[config.mk]
export PLATFORM = sky130hd
export DESIGN_NAME = ordered_software_timer_queue_unit
export DESIGN_NICKNAME = d
export VERILOG_FILES = /design/src/rtl/core/otq_pkg.sv /design/src/rtl/core/otq_ram.sv /design/src/rtl/core/otq_obuf.sv /design/src/rtl/core/otq_seq.sv /design/src/rtl/core/ordered_software_timer_queue_unit.sv
export SDC_FILE = /design/constraint.sdc
export NUM_CORES = 1
export LEC_CHECK = 0
export BUFFER_PORTS_ARGS = -buffer_cell sky130_fd_sc_hd__buf_2
export CAP_MARGIN = 20
export CORE_MARGIN = 8
export CORE_UTILIZATION = 30
export CTS_CLUSTER_DIAMETER = 120
export DETAILED_ROUTE_END_ITERATION = 6
export GPL_TIMING_DRIVEN = 0
export RECOVER_POWER = 100
export SYNTH_ARGS = -nofsm -noshare
export SYNTH_HDL_FRONTEND = slang
export SYNTH_SLANG_ARGS = --single-unit
[constraint.sdc]
create_clock -name clk -period 10.27 [get_ports clk]
set_clock_uncertainty 0.1 [all_clocks]
set_input_delay 1.5405 -clock clk [delete_from_list [all_inputs] [get_ports clk]]
set_output_delay 1.5405 -clock clk [all_outputs]
set_load 0.005 [all_outputs]
[src/rtl/core/otq_pkg.sv]
package otq_pkg;

  // field widths
  localparam int unsigned TIME_W  = 32;
  localparam int unsigned ID_W    = 4;
  localparam int unsigned DELAY_W = 31;
  localparam int unsigned CMD_W   = 2;
  localparam int unsigned TICK_W  = 16;
  localparam int unsigned IN_DATA_W  = 40;
  localparam int unsigned OUT_DATA_W = 8;

  // defaults
  localparam int unsigned NUM_TIMERS_DEF = 16;
  localparam logic [TICK_W-1:0] TICK_RESET = 16'd20;

  // request kinds
  typedef enum logic [CMD_W-1:0] {
    CMD_TICK   = 2'd0,
    CMD_SET    = 2'd1,
    CMD_CANCEL = 2'd2
  } otq_cmd_t;

  // sequencer states
  typedef enum logic [3:0] {
    ST_IDLE,
    ST_TICK_RD,
    ST_TICK_CHK,
    ST_TICK_FLUSH,
    ST_UNL_WALK,
    ST_UNL_STEP,
    ST_INS_WALK,
    ST_INS_STEP,
    ST_INS_WR1,
    ST_INS_WR2
  } otq_state_t;

  // one expiry result
  typedef struct packed {
    logic [ID_W-1:0] timer;
    logic            last;
  } otq_res_t;

  // true when time a is not later than time b, wrap-safe
  function automatic logic time_le(logic [TIME_W-1:0] a, logic [TIME_W-1:0] b);
    logic [TIME_W-1:0] diff;
    diff = b - a;
    return !diff[TIME_W-1];
  endfunction

endpackage

[src/rtl/core/otq_ram.sv]
module otq_ram import otq_pkg::*; #(
  parameter int WIDTH = TIME_W,
  parameter int DEPTH = NUM_TIMERS_DEF,
  localparam int AW = $clog2(DEPTH)
) (
  input  logic             clk,
  input  logic             we,
  input  logic [AW-1:0]    waddr,
  input  logic [WIDTH-1:0] wdata,
  input  logic             re,
  input  logic [AW-1:0]    raddr,
  output logic [WIDTH-1:0] rdata
);

  logic [WIDTH-1:0] mem [DEPTH];

  // one write port, one registered read port
  always_ff @(posedge clk) begin
    if (we) begin
      mem[waddr] <= wdata;
    end
    if (re) begin
      rdata <= mem[raddr];
    end
  end

endmodule

[src/rtl/core/otq_obuf.sv]
module otq_obuf import otq_pkg::*; (
  input  logic     clk,
  input  logic     rst_n,
  input  logic     push_valid,
  input  otq_res_t push_res,
  output logic     push_ready,
  output logic     res_valid,
  input  logic     res_ready,
  output otq_res_t res
);

  logic     valid_r;
  otq_res_t res_r;

  assign push_ready = !valid_r || res_ready;
  assign res_valid  = valid_r;
  assign res        = res_r;

  // output register, refilled in the cycle it drains
  always_ff @(posedge clk) begin
    if (!rst_n) begin
      valid_r <= 1'b0;
    end else if (push_valid) begin
      valid_r <= 1'b1;
    end else if (res_ready) begin
      valid_r <= 1'b0;
    end
  end

  always_ff @(posedge clk) begin
    if (push_valid) begin
      res_r <= push_res;
    end
  end

endmodule

[src/rtl/core/otq_seq.sv]
module otq_seq import otq_pkg::*; #(
  parameter int NUM_TIMERS = NUM_TIMERS_DEF,
  localparam int IW = $clog2(NUM_TIMERS),
  localparam int LW = $clog2(NUM_TIMERS + 1)
) (
  input  logic               clk,
  input  logic               rst_n,
  input  logic               cfg_we,
  input  logic [TICK_W-1:0]  cfg_wdata,
  input  logic               req_valid,
  output logic               req_ready,
  input  logic [CMD_W-1:0]   req_cmd,
  input  logic [ID_W-1:0]    req_id,
  input  logic [DELAY_W-1:0] req_delay,
  output logic               rd_en,
  output logic [IW-1:0]      rd_addr,
  input  logic [TIME_W-1:0]  dl_rdata,
  input  logic [LW-1:0]      lk_rdata,
  output logic               dl_we,
  output logic [IW-1:0]      dl_waddr,
  output logic [TIME_W-1:0]  dl_wdata,
  output logic               lk_we,
  output logic [IW-1:0]      lk_waddr,
  output logic [LW-1:0]      lk_wdata,
  input  logic               push_ready,
  output logic               push_valid,
  output otq_res_t           push_res
);

  localparam logic [LW-1:0] LINK_NONE = LW'(NUM_TIMERS);

  otq_state_t         state_r, state_nxt;
  logic [TIME_W-1:0]  now_r, now_nxt;
  logic [TICK_W-1:0]  tick_r;
  logic [LW-1:0]      head_r, head_nxt;
  logic [LW-1:0]      cur_r, cur_nxt;
  logic [LW-1:0]      prev_r, prev_nxt;
  logic [IW-1:0]      slot_r, slot_nxt;
  logic [TIME_W-1:0]  when_r, when_nxt;
  logic               is_set_r, is_set_nxt;
  logic [IW-1:0]      pend_r, pend_nxt;
  logic               has_pend_r, has_pend_nxt;
  logic               armed_r [NUM_TIMERS];

  logic               arm_we;
  logic               arm_val;
  logic [IW-1:0]      arm_idx;
  logic [IW-1:0]      req_slot;
  logic               id_ok;
  logic [IW-1:0]      head_idx;

  assign req_slot = IW'(req_id);
  assign id_ok    = (32'(req_id) < NUM_TIMERS);
  assign head_idx = head_r[IW-1:0];

  // control registers
  always_ff @(posedge clk) begin
    if (!rst_n) begin
      state_r    <= ST_IDLE;
      now_r      <= '0;
      tick_r     <= TICK_RESET;
      head_r     <= LINK_NONE;
      has_pend_r <= 1'b0;
    end else begin
      state_r    <= state_nxt;
      now_r      <= now_nxt;
      head_r     <= head_nxt;
      has_pend_r <= has_pend_nxt;
      if (cfg_we) begin
        tick_r <= cfg_wdata;
      end
    end
  end

  // walk pointers and held request fields
  always_ff @(posedge clk) begin
    cur_r    <= cur_nxt;
    prev_r   <= prev_nxt;
    slot_r   <= slot_nxt;
    when_r   <= when_nxt;
    is_set_r <= is_set_nxt;
    pend_r   <= pend_nxt;
  end

  // armed flags, cleared at reset
  always_ff @(posedge clk) begin
    if (!rst_n) begin
      for (int i = 0; i < NUM_TIMERS; i++) begin
        armed_r[i] <= 1'b0;
      end
    end else if (arm_we) begin
      armed_r[arm_idx] <= arm_val;
    end
  end

  // sequencer: one memory access in flight at a time
  always_comb begin
    state_nxt    = state_r;
    now_nxt      = now_r;
    head_nxt     = head_r;
    cur_nxt      = cur_r;
    prev_nxt     = prev_r;
    slot_nxt     = slot_r;
    when_nxt     = when_r;
    is_set_nxt   = is_set_r;
    pend_nxt     = pend_r;
    has_pend_nxt = has_pend_r;
    arm_we       = 1'b0;
    arm_val      = 1'b0;
    arm_idx      = slot_r;
    rd_en        = 1'b0;
    rd_addr      = cur_r[IW-1:0];
    dl_we        = 1'b0;
    dl_waddr     = slot_r;
    dl_wdata     = when_r;
    lk_we        = 1'b0;
    lk_waddr     = slot_r;
    lk_wdata     = cur_r;
    push_valid   = 1'b0;
    push_res     = '{timer: ID_W'(pend_r), last: 1'b0};
    req_ready    = 1'b0;

    unique case (state_r)
      ST_IDLE: begin
        req_ready = 1'b1;
        if (req_valid) begin
          unique case (otq_cmd_t'(req_cmd))
            CMD_TICK: begin
              now_nxt   = now_r + TIME_W'(tick_r);
              state_nxt = ST_TICK_RD;
            end
            CMD_SET: begin
              if (id_ok) begin
                slot_nxt   = req_slot;
                when_nxt   = now_r + TIME_W'(req_delay);
                is_set_nxt = 1'b1;
                cur_nxt    = head_r;
                prev_nxt   = LINK_NONE;
                state_nxt  = armed_r[req_slot] ? ST_UNL_WALK : ST_INS_WALK;
              end
            end
            CMD_CANCEL: begin
              if (id_ok && armed_r[req_slot]) begin
                slot_nxt   = req_slot;
                is_set_nxt = 1'b0;
                cur_nxt    = head_r;
                prev_nxt   = LINK_NONE;
                state_nxt  = ST_UNL_WALK;
              end
            end
            default: ;
          endcase
        end
      end

      // fetch the list head for the expiry check
      ST_TICK_RD: begin
        if (head_r == LINK_NONE || !armed_r[head_idx]) begin
          state_nxt = ST_TICK_FLUSH;
        end else begin
          rd_en     = 1'b1;
          rd_addr   = head_idx;
          state_nxt = ST_TICK_CHK;
        end
      end

      // head expired: release the held result, hold this one until the next check
      ST_TICK_CHK: begin
        if (time_le(dl_rdata, now_r)) begin
          if (!has_pend_r || push_ready) begin
            push_valid   = has_pend_r;
            pend_nxt     = head_idx;
            has_pend_nxt = 1'b1;
            head_nxt     = lk_rdata;
            arm_we       = 1'b1;
            arm_val      = 1'b0;
            arm_idx      = head_idx;
            state_nxt    = ST_TICK_RD;
          end
        end else begin
          state_nxt = ST_TICK_FLUSH;
        end
      end

      // final result of the run carries the last flag
      ST_TICK_FLUSH: begin
        if (!has_pend_r) begin
          state_nxt = ST_IDLE;
        end else if (push_ready) begin
          push_valid   = 1'b1;
          push_res     = '{timer: ID_W'(pend_r), last: 1'b1};
          has_pend_nxt = 1'b0;
          state_nxt    = ST_IDLE;
        end
      end

      // search for the slot to unlink
      ST_UNL_WALK: begin
        if (cur_r == LINK_NONE) begin
          arm_we    = 1'b1;
          arm_val   = 1'b0;
          cur_nxt   = head_r;
          prev_nxt  = LINK_NONE;
          state_nxt = is_set_r ? ST_INS_WALK : ST_IDLE;
        end else begin
          rd_en     = 1'b1;
          state_nxt = ST_UNL_STEP;
        end
      end

      ST_UNL_STEP: begin
        if (cur_r == LW'(slot_r)) begin
          // splice the successor into the predecessor or the head
          if (prev_r != LINK_NONE) begin
            lk_we    = 1'b1;
            lk_waddr = prev_r[IW-1:0];
            lk_wdata = lk_rdata;
            cur_nxt  = head_r;
          end else begin
            head_nxt = lk_rdata;
            cur_nxt  = lk_rdata;
          end
          prev_nxt  = LINK_NONE;
          arm_we    = 1'b1;
          arm_val   = 1'b0;
          state_nxt = is_set_r ? ST_INS_WALK : ST_IDLE;
        end else begin
          prev_nxt  = cur_r;
          cur_nxt   = lk_rdata;
          state_nxt = ST_UNL_WALK;
        end
      end

      // search for the first later deadline
      ST_INS_WALK: begin
        if (cur_r == LINK_NONE) begin
          state_nxt = ST_INS_WR1;
        end else begin
          rd_en     = 1'b1;
          state_nxt = ST_INS_STEP;
        end
      end

      ST_INS_STEP: begin
        if (time_le(dl_rdata, when_r)) begin
          prev_nxt  = cur_r;
          cur_nxt   = lk_rdata;
          state_nxt = ST_INS_WALK;
        end else begin
          state_nxt = ST_INS_WR1;
        end
      end

      // new entry points at the later neighbour
      ST_INS_WR1: begin
        dl_we     = 1'b1;
        lk_we     = 1'b1;
        state_nxt = ST_INS_WR2;
      end

      // predecessor or head points at the new entry
      ST_INS_WR2: begin
        if (prev_r != LINK_NONE) begin
          lk_we    = 1'b1;
          lk_waddr = prev_r[IW-1:0];
          lk_wdata = LW'(slot_r);
        end else begin
          head_nxt = LW'(slot_r);
        end
        arm_we    = 1'b1;
        arm_val   = 1'b1;
        state_nxt = ST_IDLE;
      end

      default: state_nxt = ST_IDLE;
    endcase
  end

endmodule

[src/rtl/core/ordered_software_timer_queue_unit.sv]
// Ordered timer queue: NUM_TIMERS slots kept in one linked list sorted by
// deadline, with deadlines and links held in two single-port-write RAMs with
// registered reads and the armed flags in flip-flops cleared by reset, so no
// clearing pass is needed. Requests are taken one at a time; in_tready is high
// only when the previous request is finished. Every RAM access is a read,
// then a step that acts on the data. A set first walks the list to unlink the
// old entry if the slot is armed, then walks it to find the insert point and
// links the entry in; a cancel of an armed slot walks the list to unlink. A
// tick checks the head for each expired timer, then flushes the run, and waits
// while the result side stalls. Expiries leave in list order, one per request
// on the out_ side, and the last of a tick carries tlast. tick_interval is
// written through cfg_we and cfg_wdata; the user must write it only while
// idle, as the block itself does not enforce this.
module ordered_software_timer_queue_unit import otq_pkg::*; #(
  parameter int NUM_TIMERS = NUM_TIMERS_DEF
) (
  input  logic                  clk,
  input  logic                  rst_n,
  input  logic                  cfg_we,
  input  logic [TICK_W-1:0]     cfg_wdata,    // tick_interval
  input  logic                  in_tvalid,
  output logic                  in_tready,
  input  logic [IN_DATA_W-1:0]  in_tdata,     // timer_id[3:0], delay[34:4], zero[39:35]
  input  logic [CMD_W-1:0]      in_tuser,     // command[1:0]
  output logic                  out_tvalid,
  input  logic                  out_tready,
  output logic [OUT_DATA_W-1:0] out_tdata,    // expired_timer[3:0], zero[7:4]
  output logic                  out_tlast     // last_of_run
);

  localparam int IW = $clog2(NUM_TIMERS);
  localparam int LW = $clog2(NUM_TIMERS + 1);

  logic              rd_en;
  logic [IW-1:0]     rd_addr;
  logic [TIME_W-1:0] dl_rdata;
  logic [LW-1:0]     lk_rdata;
  logic              dl_we;
  logic [IW-1:0]     dl_waddr;
  logic [TIME_W-1:0] dl_wdata;
  logic              lk_we;
  logic [IW-1:0]     lk_waddr;
  logic [LW-1:0]     lk_wdata;
  logic              push_ready;
  logic              push_valid;
  otq_res_t          push_res;
  otq_res_t          res;

  // list sequencer
  otq_seq #(
    .NUM_TIMERS(NUM_TIMERS)
  ) u_seq (
    .clk        (clk),
    .rst_n      (rst_n),
    .cfg_we     (cfg_we),
    .cfg_wdata  (cfg_wdata),
    .req_valid  (in_tvalid),
    .req_ready  (in_tready),
    .req_cmd    (in_tuser),
    .req_id     (in_tdata[ID_W-1:0]),
    .req_delay  (in_tdata[ID_W+DELAY_W-1:ID_W]),
    .rd_en      (rd_en),
    .rd_addr    (rd_addr),
    .dl_rdata   (dl_rdata),
    .lk_rdata   (lk_rdata),
    .dl_we      (dl_we),
    .dl_waddr   (dl_waddr),
    .dl_wdata   (dl_wdata),
    .lk_we      (lk_we),
    .lk_waddr   (lk_waddr),
    .lk_wdata   (lk_wdata),
    .push_ready (push_ready),
    .push_valid (push_valid),
    .push_res   (push_res)
  );

  // deadline store
  otq_ram #(
    .WIDTH(TIME_W),
    .DEPTH(NUM_TIMERS)
  ) u_deadline_ram (
    .clk   (clk),
    .we    (dl_we),
    .waddr (dl_waddr),
    .wdata (dl_wdata),
    .re    (rd_en),
    .raddr (rd_addr),
    .rdata (dl_rdata)
  );

  // next-link store
  otq_ram #(
    .WIDTH(LW),
    .DEPTH(NUM_TIMERS)
  ) u_link_ram (
    .clk   (clk),
    .we    (lk_we),
    .waddr (lk_waddr),
    .wdata (lk_wdata),
    .re    (rd_en),
    .raddr (rd_addr),
    .rdata (lk_rdata)
  );

  // result register
  otq_obuf u_obuf (
    .clk        (clk),
    .rst_n      (rst_n),
    .push_valid (push_valid),
    .push_res   (push_res),
    .push_ready (push_ready),
    .res_valid  (out_tvalid),
    .res_ready  (out_tready),
    .res        (res)
  );

  assign out_tdata = {(OUT_DATA_W - ID_W)'(0), res.timer};
  assign out_tlast = res.last;

endmodule

## Word level (Yosys, flattened, before mapping)

Memory sizes are Yosys's and may differ from the RTL's. A register that Yosys moved wholly into a read port is not among the register bits.
Cells that the tools add are included.

- Input port bits: 63
- Bits in writable memories: 608
- Memories: 3
- Flip-flop bits (word level): 115
- Output and inout port bits: 11

- Bitwise operators: 1
- Equality and inequality tests: 28
- Reductions and logical operators: 24
- Multiplexer cells: 91
- Add/subtract/negate cells: 4

Memory list:

| name | depth | bits a word | read ports | clocked after memory_dff | wr ports | RTL line | text |
|---|---|---|---|---|---|---|---|
| u_deadline_ram.mem | 16 | 32 | 1 | 1 | 1 | otq_ram.sv:15 | `logic [WIDTH-1:0] mem [DEPTH];` |
| u_link_ram.mem | 16 | 5 | 1 | 1 | 1 | otq_ram.sv:15 |  |
| u_seq.armed_r | 16 | 1 | 2 | 1 | 16 | otq_seq.sv:43 | `logic armed_r [NUM_TIMERS];` |

Operators by type and width:

| operator | count |
|---|---|
| $mux 5 | 18 |
| $mux 4 | 21 |
| $sub 32x32->32 | 2 |
| $pmux 5 s4 | 2 |
| $pmux 4 s9 | 1 |
| $mux 1 | 34 |
| $add 32x16->32 | 1 |
| $add 32x31->32 | 1 |
| $pmux 5 s2 | 3 |
| $eq 4x3->1 const B | 4 |
| $pmux 4 s2 | 2 |
| $pmux 5 s3 | 1 |
| $pmux 4 s3 | 1 |
| $reduce_and 3->1 | 4 |
| $eq 5x5->1 const B | 2 |
| $reduce_and 5->1 | 2 |
| $eq 4x2->1 const B | 2 |
| $eq 4x4->1 const B | 2 |
| $ne 2x1->1 const B | 4 |
| $ne 2x2->1 const B | 4 |
| $pmux 1 s2 | 4 |
| $ne 3x2->1 const B | 2 |
| $reduce_and 6->1 | 1 |
| $reduce_bool 2->1 | 3 |
| 23 further kinds | 27 |

## Depth between registers and ports, before layout

- Depth in word-level cells: 11
- Gate-level depth with buffers: 12
- Mapped depth without buffers: 12

## By module

From an unflattened synthesis, not the netlist that was laid out.

- Cells, all modules: 2043
- Area total of the unflattened synthesis: 33054.2 µm²

By module, submodules not included:

| module | area an instance (µm²) | seq. area each (µm²) | cells each | instances |
|---|---|---|---|---|
| otq_ram (u_deadline_ram) | 20155.6 | 16335.7 | 838 | 1 |
| otq_seq | 9402.8 | 3093.0 | 1036 | 1 |
| otq_ram (u_link_ram) | 3263.1 | 2552.4 | 155 | 1 |
| otq_obuf | 198.9 | 170.2 | 9 | 1 |
| ordered_software_timer_queue_unit | 33.8 | 0.0 | 5 | 1 |

## Least setup slack after synthesis

No wires, ideal clock.

- Kind: input port to flip-flop
- Start point: in in_tdata[4]
- End point: reg u_seq.when_r[22] (netlist: u_seq.dl_wdata[22]) (data pin)
- Cell stages on the path: 11
- Data arrival time: 3.653 ns
- Path slack: 6.251 ns
- Cells stage by stage: ha_1 > inv_1 > fa_1 > nor2b_1 > o311a_1 > o2111ai_1 > a21oi_1 > or3_1 > a2111oi_0 > nor3_1 > xor2_1

- Longest elaborated chain between the ends: 1

RTL lines:

| what | RTL line | text |
|---|---|---|
| from (decl) | ordered_software_timer_queue_unit.sv:23 | `input logic [IN_DATA_W-1:0] in_tdata,` |
| $add 32x31->32 | otq_seq.sv:135 | `when_nxt = now_r + TIME_W'(req_delay);` |
| to (signal assigned) | otq_seq.sv:80 | `when_r <= when_nxt;` |
| to (decl) | otq_seq.sv:39 | `logic [TIME_W-1:0] when_r, when_nxt;` |

Every way passes these cells.
A chain may end at the register's enable or synchronous reset.

==> metrics.cfg <==
[status]
failed_checks = max-capacitance violations, max-slew violations
status = complete, but fails checks

[worst_setup_path]
crit_path_start_kind = register
crit_type = register to register
reg2reg_to = u_deadline_ram.rdata[13]$_DFFE_PP_
crit_required_ps = 10510
reg2reg_depth = 9
crit_slowest_cell = a31oi_1
r2r_slack_ps = 4780
crit_chain = mux4_1, mux4_2, nand2_1, nor2_1, clkbuf_1, a31oi_1, clkbuf_1, o22ai_1, or4_1
path_buf_inv = 2
max_stage_delay_ps = 1520
worstPathArrival_ps = 5730
endpoint_kind = register
cp_max_fo = 10
critical_path.top_delay_family = compound AO/OA/AOI/OAI gates
cp_common_cell = clkbuf_1

[flow_run]
cap_violations = 18

[finish]
postLayoutCellArea_sq_mm = 0.0383
final_cells = 4042
area_delta_synth_final_pct = 14.8
drive_gt1_share_pct = 9.71
fin_nets = 2660
final_cell_mix = 685 x edfxtp_1, 323 x mux2i_1, 148 x o22ai_1, 111 x clkbuf_1
final_common_cell = edfxtp_1
nFillCells = 10700

[clock_tree]
clk_path_buf_depth = 3
cts_setup_buffers = 0
cts.clk_slew.worst_paths_ps = 70
insertion_delay_ps = 630
numCtsBuffers = 80
post_cts_resized = 0
cts_tree = yes
htree_levels = 3
cts_hold_buf = 0
cts-root-buf = clkbuf_16
cts_sinks = 764

[sta]
tightestPinTransition_ps = 2830
finalSetupTns_ps = 0
period_share_pct = 53.5
fin_ws_ps = 4780
finalMaxSlewViolations = 299
timing.fmax_mhz = 182
finalSetupViolCount = 0
worst_hold_slack_ps = 319
relSlewSlack_pct = -89.0
fin_crit_ps = 5490
finalHoldViolations = 0
rsz0062_at_grt = false

[global_routing]
grt_pass1_wl_um = 138000
overflow = 0
grt_pass1_vias = 20600
grt_max_degree = 38
antenna_found_initial = 4
grt_use_total_pct = 15.2

[drt]
dr.pass1.iters = 6
vias_per_cell = 5.17
drt_iter0_drc = 1935
wl_per_cell_um = 23.6
drc = 0
postRouteAntennaNets = 0
vias = 20900
wirelength_um = 95600

[hold_path]
worstHoldStart = u_seq.pend_r[3]$_DFFE_PP_
min_path_type = register to register
hold-path-endpoint = u_obuf.res[4]$_DFFE_PP_
hold_depth = 0

[placement]
dp.final_hpwl_um = 65700
placed_cell_area_sq_mm = 0.0363
place_congestion = 0.900
dpl.cell_count = 3890
port_buffers = 62
pre_cts_slack_ps = 5460

[logic_synthesis]
synth_edf_count = 685
netlist_area_sq_mm = 0.0334
synthArstFlopShare_pct = 0
syn_avg_cell_area_sq_um = 14.5
synth_seq_cells = 764
ys_seq_area_share_pct = 66.3
yosys_warnings = 0
synth_ff_type = edfxtp_1
netlist-cell-type-count = 78
synth_cells = 2298

[die]
coreArea_sq_mm = 0.111
rows = 122
dieArea_sq_mm = 0.122
ioPinCount = 74
fp.dieW_um = 350
fp.dieH_um = 350
initial_utilization_pct = 30.2

[pwr]
power.density_mw_per_mm2 = 185
irDropWorstVdd_v = 0.000131
total_leakage_power_nw = 13.7

-- Yosys cell counts, types with 8 or more instances --
master    instances  area [sq um]
edfxtp_1        685         20600
mux2i_1         323          3230
o22ai_1         148           926
ha_1            110          1380
nor2_1          109           409
nand2_1         102           383
a21oi_1          93           465
dfxtp_1          79          1580
o21ai_0          59           295
inv_1            57           214
nand3_1          43           215
xnor2_1          38           333
or4_1            37           278
clkbuf_1         35           131
buf_2            29           145
o211ai_1         23           173
a21o_1           22           165
nor3_1           22           110
nor2b_1          18           113
buf_4            17           128
o31ai_1          17           128
buf_6            14           158
nand2b_1         14          87.6
xor2_1           14           123
a211oi_1         13          97.6
and3_1           11          68.8
nand4_1          11          68.8
nor4_1           11          68.8
a22oi_1          10          75.1
or3_1            10          62.6
a21boi_0          9          67.6
mux4_2            8           180
-- state kept, by name, summed over array words and instances (netlist names), 4 cells and up, named ones only --
name	cells
u_deadline_ram.mem	512
u_link_ram.rdata	5
u_seq.dl_wdata	32
u_seq.head_r	5
u_seq.dl_waddr	4
u_seq.armed_r	16
u_link_ram.mem	80
u_seq.tick_r	16
u_seq.cur_r	5
u_seq.now_r	32
u_obuf.res	5
u_seq.state_r	4
u_deadline_ram.rdata	32
u_seq.prev_r	5
u_seq.pend_r	4
-- worst max path at each step --
stage,cells past startpoint,slack (ps),endpoint,start
after detailed placement,13,5460,u_seq.dl_wdata[30]$_DFFE_PP_,in_tdata[4]
final,9,4780,u_deadline_ram.rdata[13]$_DFFE_PP_,register
after global routing,9,4620,u_deadline_ram.rdata[26]$_DFFE_PP_,register
after global placement,5,2610,u_deadline_ram.mem[3][22]$_DFFE_PP_,u_seq.state_r[2]$_SDFFE_PN0P_
after CTS,9,5570,u_deadline_ram.rdata[26]$_DFFE_PP_,register
after floorplan,11,6250,u_seq.dl_wdata[22]$_DFFE_PP_,in_tdata[4]
-- layout make-up --
type,count,area (sq um),area share [%]
clock buffers,100,2130,5.56
inverters,59,221,0.578
clock inverters,50,520,1.36
plain buffers,97,557,1.45
multi-input cells,1381,10400,27.2
diodes,1,2.50,0.00653
repair buffers,102,448,1.17
flip-flops and latches,764,22200,57.8
well taps,1488,1860,4.86
-- metal layers --
layer,wire length [um],part of all wire [%],GRT usage [%],vias to the layer above
li1,-,-,-,9403
met1,41700,44,21.0,10500
met2,43900,46,24.5,819
met3,7220,7.5,2.28,160
met4,2810,2.9,5.02,0
met5,0,0,0,-
-- where the power goes --
part           total [mW]  switching (mW)  leakage, nW  internal (mW)
combinational       0.672           0.432         5.66          0.240
clock                2.94            1.22         1.29           1.71
sequential           3.49          0.0456         6.79           3.44
-- kinds of logic after synthesis --
| logic type | share of synthesized area (%) |
|---|---|
| flip-flops | 66.3 |
| AND/OR/NAND/NOR | 6.28 |
| AO/OA/AOI/OAI | 8.80 |
| other | 0.0112 |
| buffers and inverters | 2.37 |
| XOR/XNOR | 1.36 |
| adder cells (fa/ha/maj) | 4.24 |
| multiplexers | 10.6 |
-- through the flow --
step | util [%] | total power [mW]
CTS | 35.3 | 7.14
detailed placement | 32.9 | 4.22
global placement | 32.2 | 4.22
global route | 34.7 | 7.31
floorplan | - | 3.96
finish | 34.7 | 7.09
Note: power is estimated with default switching activity, not from simulation.
